`src/sv/cia_pkg.sv`:
```
`default_nettype none

package cia_pkg;

    // Default operand width
    localparam int WORD_BITS_DEF = 32;

    // Operation codes
    localparam logic [2:0] OP_ADD = 3'd0;
    localparam logic [2:0] OP_SUB = 3'd1;
    localparam logic [2:0] OP_MUL = 3'd2;
    localparam logic [2:0] OP_DIV = 3'd3;
    localparam logic [2:0] OP_POW = 3'd4;

    // Result status codes
    localparam logic [1:0] ST_OK       = 2'd0;
    localparam logic [1:0] ST_OVERFLOW = 2'd1;
    localparam logic [1:0] ST_DIVZERO  = 2'd2;
    localparam logic [1:0] ST_INVALID  = 2'd3;

endpackage

`default_nettype wire

```
`src/sv/checked_integer_alu.sv`:
```
`default_nettype none

// Checked signed integer ALU: add, subtract, multiply, truncating divide and power.
// Request channel: in_valid/in_ready with op, left, right. Result channel:
// out_valid/out_ready with value and status (0 ok, 1 overflow, 2 divide by zero,
// 3 invalid op or negative exponent). On any error value is 0.
// One request is worked on at a time; in_ready is high only while the sequencer idles.
// All arithmetic runs through one shared (WORD_BITS+1)-bit adder/subtractor:
//   add, subtract, invalid op, zero divisor, zero exponent: settled in the
//   decode state, then loaded into the output register.
//   multiply, divide: one shift-add or restoring step per cycle, plus sign
//   handling.
//   power: repeated multiply for exponent e below WORD_BITS; larger exponents
//   with |base| >= 2 end at once as overflow.
// The result sits in an output register; the next request is accepted as soon
// as the result has moved there, even if the receiver stalls it. A new result
// waits in the sequencer until the output register is free.
// Reset (rst_n low, asynchronous) returns the sequencer to idle and empties the
// output register.
module checked_integer_alu
    import cia_pkg::*;
#(
    parameter int WORD_BITS = WORD_BITS_DEF
)
(
    input  wire logic                        clk,
    input  wire logic                        rst_n,
    input  wire logic                        in_valid,
    output logic                             in_ready,
    input  wire logic [2:0]                  op,
    input  wire logic signed [WORD_BITS-1:0] left,
    input  wire logic signed [WORD_BITS-1:0] right,
    output logic                             out_valid,
    input  wire logic                        out_ready,
    output logic signed [WORD_BITS-1:0]      value,
    output logic [1:0]                       status
);

    localparam int CW = $clog2(WORD_BITS);
    localparam logic [CW-1:0]        CNT_LAST = CW'(WORD_BITS - 1);
    localparam logic [CW-1:0]        CNT_ONE  = CW'(1);
    localparam logic [WORD_BITS-1:0] WORD_VAL = WORD_BITS'(WORD_BITS);
    localparam logic [WORD_BITS-1:0] ONE_VAL  = WORD_BITS'(1);

    typedef enum logic [2:0] {
        S_IDLE,
        S_DECODE,
        S_ABS_A,
        S_ABS_B,
        S_RUN,
        S_CHECK,
        S_FIX,
        S_DONE
    } state_t;

    state_t               state_reg, state_next;
    logic [2:0]           op_reg, op_next;
    logic [WORD_BITS-1:0] a_reg, a_next;
    logic [WORD_BITS-1:0] b_reg, b_next;
    logic [WORD_BITS-1:0] hi_reg, hi_next;
    logic [WORD_BITS-1:0] lo_reg, lo_next;
    logic [CW-1:0]        cnt_reg, cnt_next;
    logic [CW-1:0]        exp_reg, exp_next;
    logic                 neg_reg, neg_next;
    logic [1:0]           res_reg, res_next;
    logic [WORD_BITS-1:0] value_reg, value_next;
    logic [1:0]           status_reg, status_next;
    logic                 out_valid_reg, out_valid_next;

    // Shared adder/subtractor
    logic [WORD_BITS:0]   add_a, add_b, add_sum;
    logic                 add_sub;
    logic                 prod_ok;

    assign add_sum = add_a + (add_sub ? ~add_b : add_b) + (WORD_BITS+1)'(add_sub);

    // Product {hi, lo} fits the signed range for the result sign
    assign prod_ok = (hi_reg == '0) &&
                     (!lo_reg[WORD_BITS-1] || (neg_reg && lo_reg[WORD_BITS-2:0] == '0));

    assign in_ready  = (state_reg == S_IDLE);
    assign out_valid = out_valid_reg;
    assign value     = value_reg;
    assign status    = status_reg;

    // Sequencer
    always_comb
    begin
        state_next     = state_reg;
        op_next        = op_reg;
        a_next         = a_reg;
        b_next         = b_reg;
        hi_next        = hi_reg;
        lo_next        = lo_reg;
        cnt_next       = cnt_reg;
        exp_next       = exp_reg;
        neg_next       = neg_reg;
        res_next       = res_reg;
        value_next     = value_reg;
        status_next    = status_reg;
        out_valid_next = out_valid_reg;
        add_a          = '0;
        add_b          = '0;
        add_sub        = 1'b0;

        if (out_ready)
        begin
            out_valid_next = 1'b0;
        end

        unique case (state_reg)
            S_IDLE:
            begin
                if (in_valid)
                begin
                    op_next    = op;
                    a_next     = left;
                    b_next     = right;
                    state_next = S_DECODE;
                end
            end

            S_DECODE:
            begin
                // Sign-extended add/sub; other ops only check special cases here
                add_a   = {a_reg[WORD_BITS-1], a_reg};
                add_b   = {b_reg[WORD_BITS-1], b_reg};
                add_sub = (op_reg == OP_SUB);
                if (op_reg == OP_ADD || op_reg == OP_SUB)
                begin
                    lo_next    = add_sum[WORD_BITS-1:0];
                    res_next   = (add_sum[WORD_BITS] != add_sum[WORD_BITS-1]) ?
                                 ST_OVERFLOW : ST_OK;
                    state_next = S_DONE;
                end
                else if (op_reg == OP_MUL)
                begin
                    neg_next   = a_reg[WORD_BITS-1] ^ b_reg[WORD_BITS-1];
                    state_next = S_ABS_A;
                end
                else if (op_reg == OP_DIV)
                begin
                    neg_next = a_reg[WORD_BITS-1] ^ b_reg[WORD_BITS-1];
                    if (b_reg == '0)
                    begin
                        res_next   = ST_DIVZERO;
                        state_next = S_DONE;
                    end
                    else
                    begin
                        state_next = S_ABS_A;
                    end
                end
                else if (op_reg == OP_POW)
                begin
                    neg_next = a_reg[WORD_BITS-1] & b_reg[0];
                    if (b_reg[WORD_BITS-1])
                    begin
                        res_next   = ST_INVALID;
                        state_next = S_DONE;
                    end
                    else if (b_reg == '0)
                    begin
                        lo_next    = ONE_VAL;
                        res_next   = ST_OK;
                        state_next = S_DONE;
                    end
                    else
                    begin
                        state_next = S_ABS_A;
                    end
                end
                else
                begin
                    res_next   = ST_INVALID;
                    state_next = S_DONE;
                end
            end

            S_ABS_A:
            begin
                // lo = |a|
                add_b      = {1'b0, a_reg};
                add_sub    = 1'b1;
                lo_next    = a_reg[WORD_BITS-1] ? add_sum[WORD_BITS-1:0] : a_reg;
                state_next = S_ABS_B;
            end

            S_ABS_B:
            begin
                hi_next  = '0;
                cnt_next = '0;
                if (op_reg == OP_POW)
                begin
                    // base magnitude becomes the multiplicand, lo the running power
                    b_next = lo_reg;
                    if (lo_reg[WORD_BITS-1:1] == '0)
                    begin
                        state_next = S_FIX;
                    end
                    else if (b_reg >= WORD_VAL)
                    begin
                        res_next   = ST_OVERFLOW;
                        state_next = S_DONE;
                    end
                    else if (b_reg[CW-1:0] == CNT_ONE)
                    begin
                        state_next = S_FIX;
                    end
                    else
                    begin
                        exp_next   = b_reg[CW-1:0] - CNT_ONE;
                        state_next = S_RUN;
                    end
                end
                else
                begin
                    // b = |b|
                    add_b      = {1'b0, b_reg};
                    add_sub    = 1'b1;
                    b_next     = b_reg[WORD_BITS-1] ? add_sum[WORD_BITS-1:0] : b_reg;
                    state_next = S_RUN;
                end
            end

            S_RUN:
            begin
                if (op_reg == OP_DIV)
                begin
                    // Restoring divide step: remainder in hi, quotient shifts into lo
                    add_a   = {hi_reg, lo_reg[WORD_BITS-1]};
                    add_b   = {1'b0, b_reg};
                    add_sub = 1'b1;
                    if (!add_sum[WORD_BITS])
                    begin
                        hi_next = add_sum[WORD_BITS-1:0];
                        lo_next = {lo_reg[WORD_BITS-2:0], 1'b1};
                    end
                    else
                    begin
                        hi_next = {hi_reg[WORD_BITS-2:0], lo_reg[WORD_BITS-1]};
                        lo_next = {lo_reg[WORD_BITS-2:0], 1'b0};
                    end
                end
                else
                begin
                    // Shift-add multiply step: multiplier in lo, multiplicand in b
                    add_a   = {1'b0, hi_reg};
                    add_b   = lo_reg[0] ? {1'b0, b_reg} : '0;
                    hi_next = add_sum[WORD_BITS:1];
                    lo_next = {add_sum[0], lo_reg[WORD_BITS-1:1]};
                end
                cnt_next = cnt_reg + CNT_ONE;
                if (cnt_reg == CNT_LAST)
                begin
                    state_next = S_CHECK;
                end
            end

            S_CHECK:
            begin
                if (op_reg == OP_DIV)
                begin
                    // Only the most negative value over minus one overflows here
                    if (lo_reg[WORD_BITS-1] && !neg_reg)
                    begin
                        res_next   = ST_OVERFLOW;
                        state_next = S_DONE;
                    end
                    else
                    begin
                        state_next = S_FIX;
                    end
                end
                else if (!prod_ok)
                begin
                    res_next   = ST_OVERFLOW;
                    state_next = S_DONE;
                end
                else if (op_reg == OP_POW && exp_reg != CNT_ONE)
                begin
                    exp_next   = exp_reg - CNT_ONE;
                    hi_next    = '0;
                    cnt_next   = '0;
                    state_next = S_RUN;
                end
                else
                begin
                    state_next = S_FIX;
                end
            end

            S_FIX:
            begin
                // Apply result sign
                add_b      = {1'b0, lo_reg};
                add_sub    = 1'b1;
                lo_next    = neg_reg ? add_sum[WORD_BITS-1:0] : lo_reg;
                res_next   = ST_OK;
                state_next = S_DONE;
            end

            S_DONE:
            begin
                if (!out_valid_reg || out_ready)
                begin
                    value_next     = (res_reg == ST_OK) ? lo_reg : '0;
                    status_next    = res_reg;
                    out_valid_next = 1'b1;
                    state_next     = S_IDLE;
                end
            end
        endcase
    end

    always_ff @(posedge clk or negedge rst_n)
    begin
        if (!rst_n)
        begin
            state_reg     <= S_IDLE;
            out_valid_reg <= 1'b0;
            op_reg        <= OP_ADD;
            a_reg         <= '0;
            b_reg         <= '0;
            hi_reg        <= '0;
            lo_reg        <= '0;
            cnt_reg       <= '0;
            exp_reg       <= '0;
            neg_reg       <= 1'b0;
            res_reg       <= ST_OK;
            value_reg     <= '0;
            status_reg    <= ST_OK;
        end
        else
        begin
            state_reg     <= state_next;
            out_valid_reg <= out_valid_next;
            op_reg        <= op_next;
            a_reg         <= a_next;
            b_reg         <= b_next;
            hi_reg        <= hi_next;
            lo_reg        <= lo_next;
            cnt_reg       <= cnt_next;
            exp_reg       <= exp_next;
            neg_reg       <= neg_next;
            res_reg       <= res_next;
            value_reg     <= value_next;
            status_reg    <= status_next;
        end
    end

    // One request at a time
    a_one_request: assert property (@(posedge clk) disable iff (!rst_n)
        (in_valid && in_ready) |=> !in_ready)
        else $error("request accepted while another is in progress");

    // Errors always carry a zero value
    a_err_zero: assert property (@(posedge clk) disable iff (!rst_n)
        (out_valid && status != ST_OK) |-> (value == '0))
        else $error("nonzero value with error status");

    // Iterative unit only runs for multiply, divide and power
    a_run_op: assert property (@(posedge clk) disable iff (!rst_n)
        (state_reg == S_RUN) |-> (op_reg == OP_MUL || op_reg == OP_DIV || op_reg == OP_POW))
        else $error("iteration entered for a single-cycle op");

    // A new result only loads into a free or draining output register
    a_no_drop: assert property (@(posedge clk) disable iff (!rst_n)
        (state_reg == S_DONE && out_valid_reg && !out_ready) |=> (state_reg == S_DONE))
        else $error("result left the sequencer while output stalled");

endmodule

`default_nettype wire

```
`config.mk`:
```
export PLATFORM = sky130hd
export DESIGN_NAME = checked_integer_alu
export DESIGN_NICKNAME = d
export VERILOG_FILES = /design/src/sv/cia_pkg.sv /design/src/sv/checked_integer_alu.sv
export SDC_FILE = /design/constraint.sdc
export NUM_CORES = 1
export LEC_CHECK = 0
export BUFFER_PORTS_ARGS = -buffer_cell sky130_fd_sc_hd__buf_2
export CAP_MARGIN = 30
export CORE_ASPECT_RATIO = 0.5
export CORE_MARGIN = 5
export CORE_UTILIZATION = 35
export DETAILED_ROUTE_END_ITERATION = 7
export PLACE_DENSITY_LB_ADDON = 0.12
export REMOVE_ABC_BUFFERS = 1
export SYNTH_ARGS = -nofsm -noshare
export SYNTH_HDL_FRONTEND = slang
export SYNTH_SLANG_ARGS = --single-unit
```
`constraint.sdc`:
```
create_clock -name clk -period 6.4 [get_ports clk]
set_input_delay 0.96 -clock clk [delete_from_list [all_inputs] [get_ports clk]]
set_output_delay 0.96 -clock clk [all_outputs]
set_load 0.01 [all_outputs]
```
==> impl_metrics.env <==
export IMPL_yosysWarnings=0
export IMPL_clock_path_buffers=2
export IMPL_grt_use_met3=0.0779
export IMPL_max_freq_mhz=172
export IMPL_ys_ff_latch=182
export IMPL_routabilityCongestion=0.959
export IMPL_num_rows=49
export IMPL_hp_class="reg -> reg"
export IMPL_busiest_layer="met1"
export IMPL_reg2reg_depth=15
export IMPL_grt_start_max_net_pins=83
export IMPL_crit_family="compound AO/OA/AOI/OAI gates"
export IMPL_hold_path_depth=2
export IMPL_vias_per_cell=6.21
export IMPL_postRouteAntennaNets=0
export IMPL_area_delta_synth_final_pct=13.9
export IMPL_critPathBufInv=1
export IMPL_drv_slew=0
export IMPL_syn_area_per_cell_um2=8.09
export IMPL_crit_slowest_cell="a2111oi_2"
export IMPL_cp_depth=15
export IMPL_post_dp_hpwl_mm=40.1
export IMPL_via_count=13500
export IMPL_start_util=0.358
export IMPL_drive_gt1_frac=0.132
export IMPL_routed_wl_mm=56.1
export IMPL_wl_per_cell_um=25.9
export IMPL_post_route_min_period_ns=5.81
export IMPL_hold_viol=0
export IMPL_cts_tree="yes"
export IMPL_dieWidth_um=282
export IMPL_path_class="reg -> reg"
export IMPL_antenna_found_initial=1
export IMPL_syn_inst=1605
export IMPL_post_cts_buffers=0
export IMPL_worstPathRequired_ns=6.70
export IMPL_drtPass1Iterations=6
export IMPL_cts_inserted_buffers=17
export IMPL_synthFlopType="dfrtp_1"
export IMPL_ys_types=82
export IMPL_fin_nets=1778
export IMPL_insertion_delay_ns=0.46
export IMPL_core_um2=36300
export IMPL_worstPathCellList="nand2_1 -> nor2_4 -> a222oi_1 -> xnor2_1 -> ha_1 -> a211oi_1 -> o21ai_1 -> a22oi_2 -> a21oi_4 -> a2111oi_2 -> nor3_2 -> nor2_4 -> buf_4 -> mux2i_1 -> o221ai_1"
export IMPL_use_met2=0.364
export IMPL_syn_area_um2=13000
export IMPL_cpMostUsedCell="nor2_4"
export IMPL_critPathMaxStageDelay_ns=0.83
export IMPL_rsz0062_at_grt="false"
export IMPL_ios=107
export IMPL_ctsResizeCount=0
export IMPL_synth_edf_count=0
export IMPL_relSlewSlack=0.350
export IMPL_holdBufCountCts=0
export IMPL_root_buffer="clkbuf_16"
export IMPL_tns_ns=0
export IMPL_cts_sinks=182
export IMPL_grt_pass1_wl_mm=84.5
export IMPL_drc=0
export IMPL_overflow=0
export IMPL_use_met1=0.411
export IMPL_htree_levels=4
export IMPL_drv_cap=0
export IMPL_path_clk_slew_ns=0.08
export IMPL_critical_path_endpoint_type="flop"
export IMPL_die_h_um=146
export IMPL_placed_cells=2132
export IMPL_ys_seq_area_frac=0.351
export IMPL_finalCoreUtilization=0.408
export IMPL_port_buffers=106
export IMPL_path_max_fanout=26
export IMPL_synthArstFlopShare=1.00
export IMPL_worst_slew_pin_slew_ns=0.975
export IMPL_finalSetupViolations=0
export IMPL_cp_arrival_ns=6.11
export IMPL_die_area_um2=41300
export IMPL_grt_use_total=0.267
export IMPL_final_setup_skew_ns=0.00856
export IMPL_drtIter0Drc=1921
export IMPL_finalNonFillerCells=2167
export IMPL_start_kind="flop"
export IMPL_outcome="complete, no violations"
export IMPL_first_global_vias=13000
export IMPL_period_share=0.908
layout make-up:
class / count / area, um^2
Antenna cell: 1 / 2.50
Clock buffer: 20 / 457
Clock inverter: 12 / 141
Fill cell: 3749 / 21500
Inverter: 25 / 93.8
Multi-Input combinational cell: 1286 / 7960
Sequential cell: 182 / 4550
Tap cell: 484 / 606
Timing Repair Buffer: 157 / 985
Yosys cell counts (all sizes together) (9+ instances only):
cell / n / area [um^2]
a211oi: 16 / 120
a21o: 16 / 120
a21oi: 95 / 487
a221o: 14 / 140
a221oi: 12 / 118
a222oi: 33 / 330
a22oi: 37 / 283
a31oi: 10 / 62.6
and3: 11 / 68.8
buf: 25 / 125
clkbuf: 87 / 328
dfrtp: 182 / 4550
ha: 37 / 463
inv: 25 / 93.8
mux2i: 69 / 691
nand2: 345 / 1300
nand2b: 9 / 56.3
nand3: 21 / 105
nor2: 84 / 325
nor3: 24 / 125
nor4: 24 / 150
o211ai: 17 / 128
o21a: 20 / 150
o21ai: 186 / 931
o221ai: 22 / 193
o22ai: 18 / 113
xnor2: 49 / 448
placed cells by master, fill, tap and decap left out, drive strengths merged, types with 9 or more instances in the layout:
master    n
nand2   345
o21ai   186
dfrtp   182
buf     156
a21oi    95
nor2     84
mux2i    69
xnor2    49
ha       37
a22oi    37
a222oi   33
inv      30
nor4     24
nor3     24
o221ai   22
nand3    21
clkbuf   21
o21a     20
o22ai    18
o211ai   17
a21o     16
a211oi   16
a221o    14
a221oi   12
and3     11
a31oi    10
nand2b    9
per-stage QoR:
step	cell area, um^2	setup WS [ns]	hold WS [ns]
2_1_floorplan	12500	-1.57	0.461
3_3_place_gp	14100	0.918	0.455
3_5_place_dp	14200	0.852	0.462
4_1_cts	14800	0.810	0.480
5_1_grt	14800	0.295	0.502
6_report	14800	0.591	0.473
logic make-up after synthesis:
kind of cell,Yosys count,synth area share
DFF,182,0.351
adders and majority gates,38,0.0372
xor gates and xnor gates,57,0.0399
muxes,70,0.0540
AOI/OAI and AO/OA,559,0.288
buffers and inverters,137,0.0421
and+or+nand+nor,562,0.188
worst register-to-register path, cell delays in order, from the launching register on:
cell and delay, ns:
dfrtp_1 0.76, nand2_1 0.25, nor2_4 0.75, a222oi_1 0.31, xnor2_1 0.18, ha_1 0.40, a211oi_1 0.37, o21ai_1 0.15
a22oi_2 0.36, a21oi_4 0.13, a2111oi_2 0.83, nor3_2 0.22, nor2_4 0.28, buf_4 0.30, mux2i_1 0.22, o221ai_1 0.12
layer usage:
layer | wire [um] | share of wire
met5 | 0 | 0
met4 | 1110 | 0.020
met3 | 6060 | 0.11
met2 | 22400 | 0.40
met1 | 26500 | 0.47
path summary, 6_finish.rpt:
kind                               to  slack (ns)    startpoint
min in group asynchronous   a_reg[18]        0.54         rst_n
min                         status[0]        0.47     status[0]
max reg2reg                hi_reg[16]        0.59  state_reg[1]
max                        hi_reg[16]        0.59  state_reg[1]
max in group asynchronous  exp_reg[2]        4.54         rst_n
min reg2reg                 status[0]        0.47     status[0]
Power is not shown: default switching activity piles up to over one toggle a cycle in this logic, so the estimate is an artifact.
